==> config.mk <==
export PLATFORM = sky130hd
export DESIGN_NAME = sal_scan
export DESIGN_NICKNAME = d
export VERILOG_FILES = /design/src/hw/rtl/sal_pkg.sv /design/src/hw/rtl/sal_scan.sv
export SDC_FILE = /design/constraint.sdc
export NUM_CORES = 1
export LEC_CHECK = 0
export ABC_AREA = 1
export BUFFER_PORTS_ARGS = -buffer_cell sky130_fd_sc_hd__buf_2
export CORE_ASPECT_RATIO = 1.1
export CORE_MARGIN = 5
export CORE_UTILIZATION = 40
export DETAILED_ROUTE_END_ITERATION = 7
export PLACE_DENSITY = 0.87
export SYNTH_ARGS = -nofsm -noshare
export SYNTH_HDL_FRONTEND = slang
export SYNTH_SLANG_ARGS = --single-unit
==> constraint.sdc <==
create_clock -name vclk -period 1.15
set_clock_uncertainty 0.2 [all_clocks]
set_input_delay 0.115 -clock vclk [all_inputs]
set_output_delay 0.115 -clock vclk [all_outputs]
set_load 0.02 [all_outputs]
==> src/hw/rtl/sal_pkg.sv <==
// Shared constants and types for the set-associative lookup block.
package sal_pkg;

    localparam int unsigned DEF_NUM_SETS  = 64;
    localparam int unsigned DEF_WAYS      = 4;
    localparam int unsigned DEF_KEY_WIDTH = 32;

    // Fixed widths of the channel words
    localparam int unsigned IN_KEY_W   = 32;
    localparam int unsigned HASH_W     = 32;
    localparam int unsigned PICK_W     = 2;
    localparam int unsigned SET_OUT_W  = 6;
    localparam int unsigned WAY_OUT_W  = 2;

    typedef enum logic {
        OP_LOOKUP = 1'b0,
        OP_CLEAR  = 1'b1
    } t_op;

    // Memory strobes from the controller to the tag store
    typedef struct packed {
        logic rd_en;
        logic vld_we;
        logic key_we;
    } t_mem_ctl;

endpackage

==> src/hw/rtl/sal_scan.sv <==
// Way scan: hit search, free-way pick and random victim selection for one set.
module sal_scan import sal_pkg::*; #(
    parameter  int unsigned WAYS      = DEF_WAYS,
    parameter  int unsigned KEY_WIDTH = DEF_KEY_WIDTH,
    localparam int unsigned WW        = (WAYS > 1) ? $clog2(WAYS) : 1
) (
    input  logic [WAYS-1:0]                 i_vld,
    input  logic [WAYS-1:0][KEY_WIDTH-1:0]  i_keys,
    input  logic [KEY_WIDTH-1:0]            i_key,
    input  logic [PICK_W-1:0]               i_pick,
    output logic                            o_hit,
    output logic                            o_free,
    output logic [WW-1:0]                   o_slot,
    output logic [KEY_WIDTH-1:0]            o_ev_key
);

    // victim width holds WAYS itself for the reduction compare
    localparam int unsigned VW         = (WW + 1 > PICK_W) ? WW + 1 : PICK_W;
    localparam int unsigned PICK_STEPS = (1 << PICK_W) - 1;

    logic [WAYS-1:0] hit_vec;
    logic [WW-1:0]   hit_slot;
    logic [WW-1:0]   free_slot;
    logic [VW-1:0]   vic;
    logic [WW-1:0]   vic_slot;

    always_comb begin
        hit_vec   = '0;
        hit_slot  = '0;
        free_slot = '0;
        for (int w = 0; w < WAYS; w++) begin
            hit_vec[w] = i_vld[w] && (i_keys[w] == i_key);
        end
        // first matching way wins
        for (int w = WAYS - 1; w >= 0; w--) begin
            if (hit_vec[w]) begin
                hit_slot = WW'(w);
            end
        end
        // last invalid way wins
        for (int w = 0; w < WAYS; w++) begin
            if (!i_vld[w]) begin
                free_slot = WW'(w);
            end
        end
        // victim = pick mod WAYS
        vic = VW'(i_pick);
        for (int s = 0; s < PICK_STEPS; s++) begin
            if (vic >= VW'(WAYS)) begin
                vic = vic - VW'(WAYS);
            end
        end
        vic_slot = WW'(vic);
    end

    assign o_hit    = |hit_vec;
    assign o_free   = ~&i_vld;
    assign o_slot   = o_hit ? hit_slot : (o_free ? free_slot : vic_slot);
    assign o_ev_key = i_keys[vic_slot];

endmodule

# == Word-level counts from Yosys, hierarchy flattened ==
# Cells that the tools add are included.
# word_totals
regBits,0
elab_cells,23
output_inout_bits,36
# op_classes
mux,11
n_eq_ne,4
n_reduce_logical,7
order_cmp,1
# op_table
op,count
$eq A32 B32 Y1,4
$bmux W32 S2,1
$mux W32,1
$mux W2,8
$logic_and A1 B1 Y1,4
$reduce_and A4 Y1,1
$reduce_or A4 Y1,1
$lt A2 B3 Y1 const B,1
$logic_not A1 Y1,1
$mux W1,1

# == Depth between registers and ports, before layout ==
# Gate-level depths: netlist (run 1).
# logic_depth
depth_word,7
depth_mapped,13
depth_no_buf,13

# == Worst setup path before layout (run 1) ==
# OpenSTA, ideal clock, no wires.
# synth_timing
path_type,input -> output
startpoint,in i_pick[0]
endpoint,out o_ev_key[20]
stages,5
path_buffers,2
t_arrival_ns,1.162
t_required_ns,0.835
slack_ns,-0.327
path_cell_list,buf_2 > clkinv_1 > clkbuf_1 > o21ai_0 > o21ai_0
# synth_between
elab_chain_cells,2
# synth_rtl
element,line,text
start: declaration,sal_scan.sv:10,"input logic [PICK_W-1:0] i_pick,"
$bmux W32 S2,sal_scan.sv:59,assign o_ev_key = i_keys[vic_slot];
$mux W32 (not written as such),sal_scan.sv:59,
end: declaration,sal_scan.sv:14,output logic [KEY_WIDTH-1:0] o_ev_key
# Every way passes these cells. The select of a mux whose other input is x is not followed.

# == Final worst setup path (run 1) ==
# layout_timing
startpoint,in i_key[20]
endpoint,out o_slot[0]
# layout_between
elab_chain_cells,7
word_cells_on_any_way,14
classes_between,4 x eq/ne; 5 x mux; 5 x reduce/logical
# layout_rtl
element,line,text
start: declaration,sal_scan.sv:9,"input logic [KEY_WIDTH-1:0] i_key,"
$eq A32 B32 Y1,sal_scan.sv:32,hit_vec[w] = i_vld[w] && (i_keys[w] == i_key);
$logic_and A1 B1 Y1,sal_scan.sv:32,
$mux W2 (4 in series),sal_scan.sv:36,if (hit_vec[w]) begin
$mux W2 (*),sal_scan.sv:58,assign o_slot = o_hit ? hit_slot : (o_free ? free_slot : vic_slot);
end: declaration,sal_scan.sv:13,"output logic [WW-1:0] o_slot,"
# Every way passes the cells marked *; elsewhere a longest branch is shown, timed or not.

==> qor.txt, run 1 <==
Post-DR vias/cell = 6.10
Area grow syn2layout = 115%
Gr usage total = 0.377
Dominant cell type by area after synthesis = nand2_1
Arrival time worst endpoint = 1490 ps
Largest net degree at the start of global routing = 25
Compound-Gate Fraction of Synth Area = 0.284
Synth warn = 0
Layout cells sized above 1 = 0.514
Synthesized Nets = 833
Worst slack at placement = -600 ps
Yosys top cell area share = 0.272
# IOs = 202
Synth Area in Adders = 0
Buffers on Ports = 202
Routed len/inst = 21.4 um
Final global-route overflow total = 0
Simple-Gate Fraction of Synth Area = 0.476
Synth Area per Inst = 4.47 um^2
Detail Placement HPWL = 13000 um
DRC viols = 0
Seq cells = 0
P per Cell Area = 461 mW/mm^2
Final worst slack = -653 ps
Violated checks = negative setup slack
Yosys cell types = 26
Max-cap check violation count = 0
Maximum clock rate = 555 MHz
CP Data Required Time = 830 ps
Final hold vios = 0
# hold bufs at CTS = 0
GPL Wtd Cong = 1.08
Setup_tns = -6260 ps
Seq/Total Area, Yosys = 0
Status = finished, violations left
Tmin final = 1800 ps
DRT Pass-1 Iters = 5
CORE AREA = 0.00735 mm^2
Final setup fails = 35
Max_slew headroom = 0.753
Lkg Pwr = 3.15 nW
XOR/XNOR Fraction of Synth Area = 0.0941
Final antenna-violating net count = 0
Final Max Tran Viols = 0
Clkbuf count = 0
Setup repair after global routing missed its margin = true
Class of the worst hold path = input port to primary output
Worst setup EP type = primary output
Peak supply drop = 0.000362 V
Initial DRC count = 631
Pwr Total = 2.95 mW
Synth Cell Area = 0.00298 mm^2
FF/Latch Area = 0 um^2
Syn Inst Count = 667
Main area contributors after synthesis = nand2_1, o21ai_0, nor2_1
Main combinational cell family by area after synthesis = simple AND/OR/NAND/NOR gates
Initial antenna violation count = 0
Vias after detailed routing = 6153
First-pass GRT wire length = 28000 um
Worst Path Max Fanout = 6
Number of global-route vias before repair = 5708
Tcrit/Tclk final = 1.57
Routed WL = 21600 um
Hold WS = 354 ps
Die area = 0.00928 mm^2
Startpoint Class = input port
Die height = 101 um
Starting Density = 0.405
CP Class = input port to primary output
Die Wd = 92.3 um
Diode count = 0
Multiplexer area fraction after synthesis = 0
Least-Margin Pin Slew = 368 ps
NumNets Final = 1090
Num rows = 33
==> metrics by stage <==
stage                     instance area [um^2]  std cells  utilization
after floorplan                           3310        667            -
after global placement                    4650        980        0.633
after detailed placement                  4650        980        0.633
after CTS                                 5780        995        0.786
after global routing                      6390       1009        0.870
final                                     6390       1009        0.870
==> cells in the mapped netlist <==
library cell,count
a21oi_1,32
buf_1,1
buf_2,5
clkbuf_1,15
clkbuf_2,1
clkinv_1,2
inv_1,76
inv_2,14
nand2_1,216
nand3_1,17
nand3b_1,1
nand4_1,2
nor2_1,106
nor2_2,6
nor3_1,2
o211ai_1,1
o21a_1,2
o21ai_0,97
o21ai_1,10
o221ai_1,1
o22ai_1,19
or2_0,2
or2_1,5
or2_2,2
xnor2_1,20
xor2_1,12
==> kinds of logic (layout without fill, tap and decap cells) <==
kind of cell           after synthesis  in the layout
AO/OA/AOI/OAI                      162            162
XOR/XNOR                            32             32
buffers and inverters              114            369
AND/OR/NAND/NOR                    359            359
==> final timing paths <==
check	endpoint	depth (start not counted)	from
setup / recovery	o_slot[0]	12	i_key[20]
hold / removal	o_ev_key[8]	4	i_keys[104]
==> cell type report <==
cell class	count	area [um^2]
tap	87	109
inverter	92	395
timing repair buffer	275	2320
fill	418	956
timing repair inverter	2	32.5
multi-input combinational	553	3540
==> cell usage in the layout, fill, tap and decap left out, drive strengths merged <==
master | Yosys | routed
o221ai | 1 | 1
nand3b | 1 | 1
o21ai | 107 | 107
a21oi | 32 | 32
nand2 | 216 | 216
nor3 | 2 | 2
xor2 | 12 | 12
o21a | 2 | 2
nor2 | 112 | 112
clkinvlp | 0 | 1
or2 | 9 | 9
o22ai | 19 | 19
clkinv | 2 | 3
o211ai | 1 | 1
clkbuf | 16 | 7
nand3 | 17 | 17
inv | 90 | 90
nand4 | 2 | 2
buf | 6 | 268
xnor2 | 20 | 20
==> per-layer routing <==
layer	part of all wire	routed length [um]	global-route usage
met1	0.33	7130	0.436
met2	0.47	10200	0.672
met3	0.12	2590	0.0583
met4	0.079	1710	0.189
met5	0	0	0
==> what timing repair did <==
action / CTS / global route
setup endpoints to repair: 35 / 35
gates resized for setup: 272 / 119
buffers inserted: 5 / 11
cloned: 10 / 6
pin swaps: 48 / 57
==> power by group <==
| group | leakage, nW | internal [mW] | switching (mW) | total [mW] |
|---|---|---|---|---|
| Sequential | 0 | 0 | 0 | 0 |
| Combinational | 3.15 | 1.30 | 1.64 | 2.95 |
| Clock | 0 | 0 | 0 | 0 |
| Total | 3.15 | 1.30 | 1.64 | 2.95 |
==> worst max-delay path, cell delays in order <==
cell,delay (ps)
buf_4,140
nand2_1,90
o21ai_0,140
nor2_1,200
nand2_1,90
nor2_1,80
nand3_1,100
nor2_2,170
nor2_4,70
nand3_1,80
nand2_2,70
buf_6,130
Note: power is estimated with default switching activity, not from simulation.
==> run 2, diff against run 1 <==
Settings changed: PLACE_DENSITY 0.87 to 0.83, REMOVE_ABC_BUFFERS set to 1.
==> qor.txt, run 2 (same netlist as run 1, synthesis figures left out) <==
Filler cell count in the final layout = 506
Buffers on Ports = 202
Worst setup EP type = primary output
Setup_tns = -6840 ps
Startpoint Class = input port
Layout cells sized above 1 = 0.472
CP Class = input port to primary output
CP Data Required Time = 830 ps
DRT Pass-1 Iters = 7
Clkbuf count = 0
Routed WL = 19000 um
Post-DR vias/cell = 5.78
Layout Utilization = 0.800
DRC viols = 0
Placed Instances = 985
Number of global-route vias before repair = 5557
Routed length on met2 = 8780 um
Final hold vios = 0
Lkg Pwr = 3.01 nW
Initial DRC count = 514
Maximum clock rate = 547 MHz
Most frequent cells in the layout = nand2_1, buf_2, nor2_1
CORE AREA = 0.00735 mm^2
Multi-input gate area = 0.00318 mm^2
Hold WS = 382 ps
Die height = 101 um
Area grow syn2layout = 97.4%
Setup repair after global routing missed its margin = true
Largest net degree at the start of global routing = 25
Tcrit/Tclk final = 1.59
Num rows = 33
Vias after detailed routing = 5809
Gr usage total = 0.363
Die area = 0.00928 mm^2
Top cell by count, worst path = nand2_1
Top Layer Used = met4
Detail Placement HPWL = 12400 um
Initial antenna violation count = 0
# IOs = 202
Final setup fails = 35
Final Max Tran Viols = 0
Status = finished, violations left
Tmin final = 1830 ps
Max-cap check violation count = 0
Routed wire length on met3 = 2340 um
Die Wd = 92.3 um
Final worst slack = -677 ps
Starting Density = 0.405
P per Cell Area = 446 mW/mm^2
Routed len/inst = 18.9 um
GPL Wtd Cong = 0.989
FF/Latch Area = 0 um^2
Final antenna-violating net count = 0
Max_slew headroom = 0.795
First-pass GRT wire length = 26800 um
Violated checks = negative setup slack
CP max stage cell = nor2_2
Final global-route overflow total = 0
Final cell count without fillers = 1005
Peak supply drop = 0.000341 V
NumNets Final = 1086
Seq cells = 0
Least-Margin Pin Slew = 307 ps
Worst Path Max Fanout = 6
Number of buffers and inverters on the critical path = 2
Worst slack at placement = -582 ps
M1 wire length = 6400 um
Commonest non-fill, non-tap cell in the layout = nand2_1
Family with the most delay on the worst path = simple AND/OR/NAND/NOR gates
Arrival time worst endpoint = 1510 ps
Worst path cell trace = buf_2, nand2_1, nand2_1, nor2_1, nand2_1, nor2_2, nand2_1, nor2_2, nand2_1, nand2_1, nand2_1, nand2_1, nand2_2, buf_6
Class of the worst hold path = input port to primary output
Crit-path max cell delay = 180 ps
Diode count = 0
run 2: cell count changes in the layout (fill, tap and decap cells not counted), sizes merged:
cell    previous run  this run
buf              268       272
clkinv             3         2
clkbuf             7         1
inv               90        89
run 2: metrics by stage:
step,area [um^2],power [mW]
6_report,5880,2.62
5_1_grt,5880,2.77
4_1_cts,5490,2.32
3_5_place_dp,4480,1.81
3_3_place_gp,4480,1.80
2_1_floorplan,2890,0.868
run 2: tightest hold or removal path, delay by kind of cell:
| family | cells | cell delay (ps) |
|---|---|---|
| AO/OA/AOI/OAI | 2 | 110 |
| buffers and inverters | 2 | 240 |
run 2: where the power goes:
group | internal, mW | switching (mW) | leakage, nW
logic | 1.17 | 1.45 | 3.01
clock network | 0 | 0 | 0
registers | 0 | 0 | 0
run 2: final timing paths:
check,start,to,slack (ps),cells after the start
max,i_key[6],o_slot[0],-680,14
min,i_keys[110],o_ev_key[14],380,4
run 2: area by class of cell:
class / instances / share of cell area
well taps: 87 / 0.0185
repair buffers: 273 / 0.376
inverters: 92 / 0.0649
multi-input cells: 553 / 0.541
run 2: per-layer routing:
metal | up-vias | GRT usage
met3 | 147 | 0.108
met4 | 0 | 0.240
met1 | 2535 | 0.391
li1 | 2621 | -
met2 | 506 | 0.618
met5 | - | 0
run 2: repair_timing:
action / in CTS / in global routing
hold buffers: 0 / 0
pin swaps: 66 / 53
resized for setup: 219 / 120
setup buffers: 6 / 4
endpoints found under the setup margin: 35 / 36
cloned: 13 / 0
